$ cat config.mk
export PLATFORM = sky130hd
export DESIGN_NAME = tcp_option_field_extractor
export DESIGN_NICKNAME = d
export VERILOG_FILES = /design/src/hdl/tcp_ofe_pkg.sv /design/src/hdl/tcp_ofe_parse.sv /design/src/hdl/tcp_option_field_extractor.sv
export VERILOG_INCLUDE_DIRS = /design/src /design/src/hdl
export SDC_FILE = /design/constraint.sdc
export NUM_CORES = 1
export LEC_CHECK = 0
export BUFFER_PORTS_ARGS = -buffer_cell sky130_fd_sc_hd__buf_2
export CAP_MARGIN = 20
export CORE_MARGIN = 10
export CORE_UTILIZATION = 45
export DETAILED_ROUTE_END_ITERATION = 16
export GPL_TIMING_DRIVEN = 1
export PLACE_DENSITY = 0.65
export SLEW_MARGIN = 20
export SYNTH_ARGS = -nofsm -noshare
export SYNTH_HDL_FRONTEND = slang
export SYNTH_SLANG_ARGS = --single-unit
$ cat constraint.sdc
create_clock -name clk -period 3.95 [get_ports clk]
set_input_delay 0.395 -clock clk [delete_from_list [all_inputs] [get_ports clk]]
set_output_delay 0.395 -clock clk [all_outputs]
set_load 0.05 [all_outputs]
$ cat src/hdl/tcp_option_field_extractor_assert.svh
// Assertion macros used by the extractor RTL.
`ifndef TCP_OPTION_FIELD_EXTRACTOR_ASSERT_SVH
`define TCP_OPTION_FIELD_EXTRACTOR_ASSERT_SVH

// Clocked check, held off while reset is asserted.
`define OFE_ASSERT(lbl, prop) \
	lbl: assert property (@(posedge clk) disable iff (!arst_n) (prop)) \
		else $error("tcp option extractor check failed");

// Clocked check that also holds during reset.
`define OFE_ASSERT_ALWAYS(lbl, prop) \
	lbl: assert property (@(posedge clk) (prop)) \
		else $error("tcp option extractor check failed");

`endif

$ cat src/hdl/tcp_ofe_pkg.sv
package tcp_ofe_pkg;

	typedef struct packed {
		logic [7:0] opt_byte;
		logic       first;
		logic [5:0] area_len;
		logic       conn_match;
	} ofe_in_t;

	typedef struct packed {
		logic [1:0] target;
		logic [4:0] slot;
		logic [7:0] data_byte;
		logic       sack_clear;
		logic       md5_seen;
		logic       tfo_seen;
		logic       halted;
	} ofe_out_t;

	localparam logic [7:0] KIND_EOL  = 8'd0;
	localparam logic [7:0] KIND_NOP  = 8'd1;
	localparam logic [7:0] KIND_SACK = 8'd5;
	localparam logic [7:0] KIND_MD5  = 8'd19;
	localparam logic [7:0] KIND_TFO  = 8'd34;

	localparam logic [7:0] MD5_MIN_LEN    = 8'd18;
	localparam logic [5:0] MD5_DIGEST_LEN = 6'd16;
	localparam logic [7:0] TFO_MAX_COOKIE = 8'd8;

	localparam logic [1:0] TGT_NONE = 2'd0;
	localparam logic [1:0] TGT_SACK = 2'd1;
	localparam logic [1:0] TGT_MD5  = 2'd2;
	localparam logic [1:0] TGT_TFO  = 2'd3;

	localparam logic [5:0] AREA_POS_MAX = 6'd63;

endpackage

$ cat src/hdl/tcp_ofe_parse.sv
module tcp_ofe_parse
	import tcp_ofe_pkg::*;
#(
	parameter int MAX_SACK_BLOCKS = 4
) (
	input  logic     clk,
	input  logic     arst_n,
	input  logic     step,
	input  ofe_in_t  item,
	output ofe_out_t res
);

	typedef enum logic [1:0] {
		PH_KIND = 2'd0,
		PH_LEN  = 2'd1,
		PH_BODY = 2'd2
	} phase_t;

	phase_t     phase_q, phase_n, ph;
	logic [5:0] area_pos_q, area_pos_n, pos;
	logic [7:0] cur_kind_q, cur_kind_n;
	logic [7:0] cur_len_q, cur_len_n;
	logic [5:0] body_pos_q, body_pos_n, bp;
	logic [5:0] cap_lim_q, cap_lim_n, cl;
	logic       stopped_q, stopped_n, st;
	ofe_out_t   res_n;
	logic [7:0] blen;
	logic [4:0] nblk;
	logic [5:0] bp_inc;

	always_comb begin
		pos = item.first ? 6'd0 : area_pos_q;
		ph  = item.first ? PH_KIND : phase_q;
		bp  = item.first ? 6'd0 : body_pos_q;
		cl  = item.first ? 6'd0 : cap_lim_q;
		st  = item.first ? 1'b0 : stopped_q;

		area_pos_n = (pos < AREA_POS_MAX) ? pos + 6'd1 : pos;
		phase_n    = ph;
		cur_kind_n = cur_kind_q;
		cur_len_n  = cur_len_q;
		body_pos_n = bp;
		cap_lim_n  = cl;
		stopped_n  = st;
		res_n      = '0;

		blen   = item.opt_byte - 8'd2;
		nblk   = blen[7:3];
		bp_inc = bp + 6'd1;
		if (nblk > 5'(MAX_SACK_BLOCKS)) begin
			nblk = 5'(MAX_SACK_BLOCKS);
		end

		if (st || !item.conn_match || pos >= item.area_len) begin
			stopped_n = 1'b1;
		end else begin
			case (ph)
				PH_LEN: begin
					if (item.opt_byte < 8'd2 ||
					    ({1'b0, item.opt_byte} + {3'b0, pos}) >
					    ({3'b0, item.area_len} + 9'd1)) begin
						stopped_n = 1'b1;
					end else begin
						cur_len_n  = item.opt_byte;
						body_pos_n = 6'd0;
						cap_lim_n  = 6'd0;
						if (cur_kind_q == KIND_SACK) begin
							cap_lim_n        = {nblk[2:0], 3'b000};
							res_n.sack_clear = 1'b1;
						end else if (cur_kind_q == KIND_MD5) begin
							res_n.md5_seen = 1'b1;
							if (item.opt_byte >= MD5_MIN_LEN) begin
								cap_lim_n = MD5_DIGEST_LEN;
							end
						end else if (cur_kind_q == KIND_TFO) begin
							res_n.tfo_seen = 1'b1;
							cap_lim_n = (blen > TFO_MAX_COOKIE) ?
								TFO_MAX_COOKIE[5:0] : blen[5:0];
						end
						phase_n = (blen == 8'd0) ? PH_KIND : PH_BODY;
					end
				end
				PH_BODY: begin
					if (bp < cl) begin
						if (cur_kind_q == KIND_SACK) begin
							res_n.target = TGT_SACK;
						end else if (cur_kind_q == KIND_MD5) begin
							res_n.target = TGT_MD5;
						end else begin
							res_n.target = TGT_TFO;
						end
						res_n.slot      = bp[4:0];
						res_n.data_byte = item.opt_byte;
					end
					body_pos_n = bp_inc;
					if (({3'b0, bp_inc} + 9'd2) >= {1'b0, cur_len_q}) begin
						phase_n = PH_KIND;
					end
				end
				default: begin
					phase_n = PH_KIND;
					if (({1'b0, pos} + 7'd1) >= {1'b0, item.area_len} ||
					    item.opt_byte == KIND_EOL) begin
						stopped_n = 1'b1;
					end else if (item.opt_byte != KIND_NOP) begin
						cur_kind_n = item.opt_byte;
						phase_n    = PH_LEN;
					end
				end
			endcase
		end
		res_n.halted = stopped_n;
	end

	always_ff @(posedge clk or negedge arst_n) begin
		if (!arst_n) begin
			phase_q    <= PH_KIND;
			area_pos_q <= '0;
			cur_kind_q <= '0;
			cur_len_q  <= '0;
			body_pos_q <= '0;
			cap_lim_q  <= '0;
			stopped_q  <= 1'b0;
		end else if (step) begin
			phase_q    <= phase_n;
			area_pos_q <= area_pos_n;
			cur_kind_q <= cur_kind_n;
			cur_len_q  <= cur_len_n;
			body_pos_q <= body_pos_n;
			cap_lim_q  <= cap_lim_n;
			stopped_q  <= stopped_n;
		end
	end

	always_ff @(posedge clk) begin
		if (step) begin
			res <= res_n;
		end
	end

endmodule

$ cat src/hdl/tcp_option_field_extractor.sv
// TCP option field extractor.
// Input channel opt (opt_valid / opt_stall) carries one option-area byte per
// transfer with its first-byte flag, the area length and the connection match.
// Output channel fld (fld_valid / fld_stall) carries exactly one result per
// input byte, in order: capture target, slot and byte, the SACK / MD5 / Fast
// Open option flags, and whether parsing has halted for the rest of the area.
// A byte taken in passes through the input register and then the result
// register before it is presented as a result; an output stall holds it between.
// Throughput: one byte per cycle while fld_stall is low; the input register
// and the result register let a new byte enter while a result waits on the output.
// Reset clears all parser state and both valid flags; no result is pending.
// While the receiver stalls, the result holds; one more byte is taken into
// the input register, then opt_stall rises until the result is transferred.
// MAX_SACK_BLOCKS (1 to 4) bounds how many 8-byte SACK blocks are captured.
`include "tcp_option_field_extractor_assert.svh"

module tcp_option_field_extractor
	import tcp_ofe_pkg::*;
#(
	parameter int MAX_SACK_BLOCKS = 4
) (
	input  logic     clk,
	input  logic     arst_n,
	input  logic     opt_valid,
	output logic     opt_stall,
	input  ofe_in_t  opt,
	output logic     fld_valid,
	input  logic     fld_stall,
	output ofe_out_t fld
);

	ofe_in_t    item_s1;
	logic       valid_s1;
	logic       fld_valid_q;
	logic       adv;
	logic       take;
	logic [2:0] opt_flags;

	assign adv       = valid_s1 && (!fld_valid_q || !fld_stall);
	assign opt_stall = valid_s1 && !adv;
	assign take      = opt_valid && !opt_stall;
	assign fld_valid = fld_valid_q;
	assign opt_flags = {fld.sack_clear, fld.md5_seen, fld.tfo_seen};

	always_ff @(posedge clk or negedge arst_n) begin
		if (!arst_n) begin
			valid_s1    <= 1'b0;
			fld_valid_q <= 1'b0;
		end else begin
			if (take) begin
				valid_s1 <= 1'b1;
			end else if (adv) begin
				valid_s1 <= 1'b0;
			end
			if (adv) begin
				fld_valid_q <= 1'b1;
			end else if (!fld_stall) begin
				fld_valid_q <= 1'b0;
			end
		end
	end

	always_ff @(posedge clk) begin
		if (take) begin
			item_s1 <= opt;
		end
	end

	tcp_ofe_parse #(
		.MAX_SACK_BLOCKS(MAX_SACK_BLOCKS)
	) u_parse (
		.clk   (clk),
		.arst_n(arst_n),
		.step  (adv),
		.item  (item_s1),
		.res   (fld)
	);

	`OFE_ASSERT(a_one_flag, fld_valid_q |-> $onehot0(opt_flags))
	`OFE_ASSERT(a_flag_no_capture, fld_valid_q && |opt_flags |-> fld.target == TGT_NONE && !fld.halted)
	`OFE_ASSERT(a_capture_live, fld_valid_q && fld.target != TGT_NONE |-> !fld.halted)
	`OFE_ASSERT(a_md5_slot, fld_valid_q && fld.target == TGT_MD5 |-> !fld.slot[4])
	`OFE_ASSERT_ALWAYS(a_reset_idle, !arst_n |=> !fld_valid_q || $past(arst_n))

endmodule
==> flow_metrics.env, run 1 <==
export IMPL_status="complete, no violations"
export IMPL_regArea_um2=2027
export IMPL_clk_path_buf_depth=2
export IMPL_cp_start_kind="flip-flop"
export IMPL_routed_via_density=5.621
export IMPL_ioPinCount=41
export IMPL_min_path_type="input port to asynchronous set/reset pin"
export IMPL_clockRootBuffer="clkbuf_8"
export IMPL_finalCriticalPeriod_ps=3764
export IMPL_period_share=0.9528
export IMPL_syn_avg_cell_area_um2=10.31
export IMPL_die_y_um=122.4
export IMPL_cts_hold_buf=0
export IMPL_clk_pin_slew_ps=80
export IMPL_setup_ws_ps=186.5
export IMPL_post_synth_num_cell_types=67
export IMPL_synth_async_reset_ratio=0.5270
export IMPL_p_per_area_nw_per_um2=458.1
export IMPL_rr_startpoint="item_s1[7]"
export IMPL_row_count=37
export IMPL_ant_nets=0
export IMPL_cts_max_level=3
export IMPL_ir_worst_vdd_mv=0.2248
export IMPL_drv_slew=0
export IMPL_drc=0
export IMPL_die_area_um2=14990
export IMPL_ys_warnings_count=0
export IMPL_gp_congestion=0.9044
export IMPL_drt_first_iter_violations=285
export IMPL_hold_viol_final=0
export IMPL_diodes=0
export IMPL_grtUsageTotal=0.1560
export IMPL_maxCapViolations=0
export IMPL_syn_cell_area_um2=4722
export IMPL_syn_inst=458
export IMPL_fmax_mhz=265.7
export IMPL_required_ps=4180
export IMPL_synthToLayoutAreaGrowth_pct=14.65
export IMPL_fin_nets=566
export IMPL_worst_slew_pin_slew_ps=990.2
export IMPL_vias=3648
export IMPL_path_max_fanout=5
export IMPL_dp_cells=629
export IMPL_die_w_um=122.4
export IMPL_ys_ff_latch=74
export IMPL_detail_route_wl_per_cell_um=17.33
export IMPL_setup_viol=0
export IMPL_synth_flop_cell="dfrtp_1"
export IMPL_grt_pass1_wl_um=18730
export IMPL_antenna_found_initial=0
export IMPL_overflow=0
export IMPL_worstSetupPathType="flip-flop to flip-flop"
export IMPL_clock_sinks=74
export IMPL_core_um2=10280
export IMPL_cp_arrival_ps=3990
export IMPL_routed_wl_um=11250
export IMPL_cts_made_buffers=9
export IMPL_initial_utilization=0.4595
export IMPL_grt_max_degree=42
export IMPL_setup_tns_ps=0
export IMPL_critPathLaunch="item_s1[7]"
export IMPL_final_cell_mix="buf_2, dfrtp_1, ha_1"
export IMPL_multi_input_area_um2=2540
export IMPL_nFillCells=960
export IMPL_dp_worst_setup_slack_ps=-27.57
export IMPL_skew_ps=10.79
export IMPL_crit_path_end_kind="flip-flop"
export IMPL_cts_tree="yes"
export IMPL_clock_latency_ps=350
export IMPL_power_leakage_nw=2.312
export IMPL_hold_worst_slack_ps=173.8
export IMPL_synth_edf_count=35
export IMPL_numPortBuffers=40
export IMPL_final_cells=649
export IMPL_relSlewSlack=0.3391
export IMPL_design_area_um2=5414
export IMPL_hpwl_um=8456
export IMPL_final_common_cell="buf_2"
export IMPL_first_pass_iters=5
export IMPL_mappedNetlistNets=516
export IMPL_grt_pass1_vias=3698
export IMPL_placed_area_um2=5139
export IMPL_ys_seq_area_frac=0.4293
export IMPL_drive_above_1_share=0.2144
[cell type report]
cell class	count	share of cell area
Clock buffer	10	0.02357
Clock inverter	6	0.01664
Inverter	32	0.02219
Multi-Input combinational cell	333	0.4691
Sequential cell	74	0.3744
Tap cell	136	0.03143
Timing Repair Buffer	58	0.06263
[state kept, by name, indices dropped and copies added (netlist names)]
register            count
u_parse.cap_lim_q       6
item_s1                16
u_parse.stopped_q       1
u_parse.body_pos_q      6
u_parse.cur_kind_q      8
valid_s1                1
fld_valid               1
u_parse.res            19
u_parse.phase_q         2
u_parse.area_pos_q      6
u_parse.cur_len_q       8
[where the power goes]
| group | internal (mW) | switching [mW] |
|---|---|---|
| combinational | 0.349 | 0.437 |
| sequential | 0.935 | 0.109 |
| clock | 0.358 | 0.291 |
[metal layers]
metal | global-route usage | wire, um
met5 | 0 | 0
met4 | 0.05302 | 193
met3 | 0.03489 | 755
met2 | 0.2355 | 4946
met1 | 0.2162 | 5350
[cell usage after synthesis, types with 3 or more instances]
cell / number / area share
dfrtp_1: 39 / 0.21
ha_1: 38 / 0.10
edfxtp_1: 35 / 0.22
inv_1: 31 / 0.025
nor2_1: 28 / 0.022
nand2_1: 21 / 0.017
nand3_1: 17 / 0.018
xnor2_1: 17 / 0.032
nand2b_1: 16 / 0.021
nor2b_1: 16 / 0.021
a21oi_1: 15 / 0.016
mux2_2: 14 / 0.033
o21ai_0: 13 / 0.014
nor3_1: 12 / 0.013
and2_1: 9 / 0.012
a21o_1: 8 / 0.013
clkbuf_1: 8 / 0.0064
xor2_1: 8 / 0.015
nand4_1: 6 / 0.0079
buf_2: 5 / 0.0053
nor3b_1: 5 / 0.0079
o22ai_1: 5 / 0.0066
a22o_1: 4 / 0.0074
a31oi_1: 4 / 0.0053
a32o_1: 4 / 0.0085
and3_1: 4 / 0.0053
mux2i_1: 4 / 0.0085
nor4_1: 4 / 0.0053
o22a_1: 4 / 0.0074
a211oi_1: 3 / 0.0048
a22oi_1: 3 / 0.0048
a2bb2oi_1: 3 / 0.0056
nand3b_1: 3 / 0.0048
o211ai_1: 3 / 0.0048
o21ai_1: 3 / 0.0032
o2bb2ai_1: 3 / 0.0056
o31ai_1: 3 / 0.0048
[worst paths after layout]
| check | endpoint | cells after the start | slack (ps) |
|---|---|---|---|
| max in group asynchronous | u_parse.cur_kind_q[1] | 1 | 3200 |
| hold / removal | u_parse.body_pos_q[1] | 1 | 170 |
| setup / recovery | u_parse.cur_len_q[7] | 17 | 190 |
| hold reg to reg | u_parse.body_pos_q[5] | 1 | 500 |
| min in group clk | item_s1[12] | 1 | 220 |
| setup reg to reg | u_parse.cur_len_q[7] | 17 | 190 |
[stage by stage]
| step | power [mW] | utilization |
|---|---|---|
| detailed placement | 1.810 | 0.5000 |
| global route | 2.643 | 0.5268 |
| finish | 2.480 | 0.5268 |
| global placement | 1.790 | 0.5000 |
| CTS | 2.467 | 0.5219 |
| floorplan | 1.617 | - |
[kinds of logic (layout without fill, tap and decap cells)]
logic type / after synthesis / in the layout / synth area share
fa+ha+maj: 39 / 39 / 0.1031
flops: 74 / 74 / 0.4293
mux: 19 / 19 / 0.04504
simple gates: 153 / 153 / 0.1810
buf+inv: 51 / 106 / 0.04663
compound gates: 97 / 97 / 0.1486
xor+xnor: 25 / 25 / 0.04637
[critical path, stage by stage, from the launching register on]
cell and delay, ps:
edfxtp_1 480, nor2b_2 210, xnor2_2 150, ha_4 170, a21oi_2 40, a2111o_1 420
a211oi_2 220, nor2b_1 90, xnor2_1 140, ha_1 220, a211oi_1 200, o211ai_1 140
o21ai_2 190, nand3_2 110, a21o_4 230, nor3_4 130, buf_4 170, mux2_2 340
[what timing repair did]
item | 4_1_cts | 5_1_grt
buffers inserted | 1 | 3
pin swaps | 1 | 2
cloned | 0 | 0
setup endpoints to repair | 11 | 18
resized for setup | 0 | 6
Power figures use the tool's default switching activity.
==> run 2: changes to the inputs <==
--- a/config.mk
+++ b/config.mk
@@ -12,7 +12,6 @@
 export CORE_UTILIZATION = 45
 export DETAILED_ROUTE_END_ITERATION = 16
 export GPL_TIMING_DRIVEN = 1
-export PLACE_DENSITY = 0.65
 export SLEW_MARGIN = 20
 export SYNTH_ARGS = -nofsm -noshare
 export SYNTH_HDL_FRONTEND = slang
==> constraint.sdc (replaced) <==
create_clock -name clk -period 4.7 [get_ports clk]
set_input_delay 0.47 -clock clk [delete_from_list [all_inputs] [get_ports clk]]
set_output_delay 0.47 -clock clk [all_outputs]
set_load 0.05 [all_outputs]
==> flow_metrics.env, run 2 (synthesis gave the netlist of run 1 again) <==
export IMPL_cp_arrival_ps=4520
export IMPL_fmax_mhz=233.3
export IMPL_drt_first_iter_violations=301
export IMPL_grt_max_degree=42
export IMPL_rsz0062_at_grt="no"
export IMPL_first_pass_iters=4
export IMPL_fin_nets=556
export IMPL_power_mw=1.949
export IMPL_cts_resized=0
export IMPL_clock_latency_ps=360
export IMPL_regMostFlops="u_parse.res"
export IMPL_ioPinCount=41
export IMPL_setup_viol=0
export IMPL_vias=3626
export IMPL_r2r_cells=17
export IMPL_cts_max_level=3
export IMPL_crit_buf_inv=1
export IMPL_clk_pin_slew_ps=90
export IMPL_crit_path_end_kind="flip-flop"
export IMPL_power_leakage_nw=2.233
export IMPL_cp_start_kind="flip-flop"
export IMPL_skew_ps=15.57
export IMPL_maxCapViolations=0
export IMPL_relSlewSlack=0.3898
export IMPL_multi_input_area_um2=2475
export IMPL_drive_above_1_share=0.1809
export IMPL_status="complete, no violations"
export IMPL_detail_route_wl_per_cell_um=17.90
export IMPL_regArea_um2=2027
export IMPL_hold_viol_final=0
export IMPL_initial_utilization=0.4595
export IMPL_routed_wl_um=11440
export IMPL_grtUsageTotal=0.1561
export IMPL_regToRegEndpoint="u_parse.cur_len_q[4]"
export IMPL_biggestRegsByFlops="u_parse.res x19, item_s1 x16"
export IMPL_grt_pass1_wl_um=18420
export IMPL_path_max_fanout=6
export IMPL_worst_slew_pin_slew_ps=915.4
export IMPL_worstSetupPathType="flip-flop to flip-flop"
export IMPL_required_ps=4940
export IMPL_crit_top_cell="ha_1"
export IMPL_cts_made_buffers=9
export IMPL_r2r_slack_ps=410
export IMPL_drc=0
export IMPL_routed_via_density=5.674
export IMPL_die_w_um=122.4
export IMPL_final_common_cell="buf_2"
export IMPL_drv_slew=0
export IMPL_clockRootBuffer="clkbuf_8"
export IMPL_period_share=0.9121
export IMPL_gp_congestion=0.9820
export IMPL_setup_tns_ps=0
export IMPL_synthToLayoutAreaGrowth_pct=10.76
export IMPL_rr_startpoint="item_s1[7]"
export IMPL_finalCriticalPeriod_ps=4287
export IMPL_ir_worst_vdd_mv=0.2231
export IMPL_hpwl_um=8498
export IMPL_post_cts_setup_buffers=0
export IMPL_overflow=0
export IMPL_antenna_found_initial=0
export IMPL_die_area_um2=14990
export IMPL_clock_sinks=74
export IMPL_ant_nets=0
export IMPL_final_cells=639
export IMPL_diodes=0
export IMPL_nFillCells=987
export IMPL_cts_tree="yes"
export IMPL_min_path_type="input port to asynchronous set/reset pin"
export IMPL_cts_hold_buf=0
export IMPL_numPortBuffers=40
export IMPL_largest_reg_flops=19
export IMPL_die_y_um=122.4
export IMPL_core_um2=10280
export IMPL_p_per_area_nw_per_um2=372.7
export IMPL_path_delay_family="compound AO/OA/AOI/OAI gates"
export IMPL_dp_cells=621
export IMPL_crit_chain="nor2b_1 > ha_1 > ha_1 > a21oi_1 > a2111o_1 > a211oi_1 > nor2b_1 > xnor2_1 > ha_1 > a211oi_1 > o211ai_1 > o21ai_0 > nand3_1 > a21o_4 > nor3_4 > buf_4 > mux2_2"
export IMPL_final_cell_mix="buf_2, dfrtp_1, ha_1"
export IMPL_grt_pass1_vias=3603
export IMPL_row_count=37
export IMPL_worst_path_largest_cell_delay_ps=420
export IMPL_slowest_stage="edfxtp_1"
export IMPL_clk_path_buf_depth=2
run 2: cell count changes in the layout (fill, tap and decap cells not counted), moves of 2 or more:
| cell | before | now |
|---|---|---|
| ha_4 | 2 | 0 |
| a211oi_1 | 1 | 3 |
| buf_4 | 17 | 8 |
| a211oi_2 | 2 | 0 |
| bufinv_16 | 2 | 0 |
| clkinv_2 | 1 | 3 |
| ha_1 | 36 | 38 |
| nor2b_1 | 14 | 16 |
run 2: routing by layer:
metal,routed length (um),track usage
met3,791,0.03857
met4,164,0.05302
met2,5046,0.2352
met5,0,0
met1,5435,0.2146
run 2: worst max-delay path by stage:
| stage | slack (ps) | cells past startpoint | to | start |
|---|---|---|---|---|
| after detailed placement | 460 | 17 | u_parse.cur_len_q[6] | item_s1[7] |
| after global routing | 40 | 17 | u_parse.cur_len_q[7] | item_s1[7] |
| after global placement | 640 | 16 | u_parse.cur_len_q[4] | item_s1[7] |
| after floorplan | 350 | 20 | u_parse.cur_len_q[5] | item_s1[7] |
| after CTS | 390 | 17 | u_parse.cur_len_q[2] | item_s1[7] |
| final | 410 | 17 | u_parse.cur_len_q[4] | item_s1[7] |
run 2: layout make-up:
type,instances,area share
clock buffers,10,0.02632
clock inverters,6,0.007655
inverters,32,0.02297
multi-input cells,333,0.4732
flip-flops and latches,74,0.3876
well taps,136,0.03254
repair buffers,48,0.04976
run 2: worst register-to-register path, stage by stage (launching register included):
cell	delay, ps
edfxtp_1	420
nor2b_1	300
ha_1	280
ha_1	200
a21oi_1	70
a2111o_1	390
a211oi_1	310
nor2b_1	110
xnor2_1	140
ha_1	230
a211oi_1	230
o211ai_1	110
o21ai_0	250
nand3_1	170
a21o_4	240
nor3_4	180
buf_4	200
mux2_2	340
run 2: per-stage QoR:
step	setup WS, ps	hold WS, ps	utilization	instance area (um^2)
after detailed placement	463.1	480.7	0.4901	5037
after CTS	392.6	267.9	0.5074	5215
after global routing	42.20	269.0	0.5089	5230
after floorplan	351.1	174.4	-	4722
after global placement	643.0	467.8	0.4901	5037
final	413.3	243.8	0.5089	5230
run 2: report_power, final:
part	total, mW	switching [mW]	internal (mW)
Combinational	0.610	0.348	0.262
Sequential	0.882	0.0968	0.786
Clock	0.457	0.250	0.207
Total	1.95	0.695	1.25
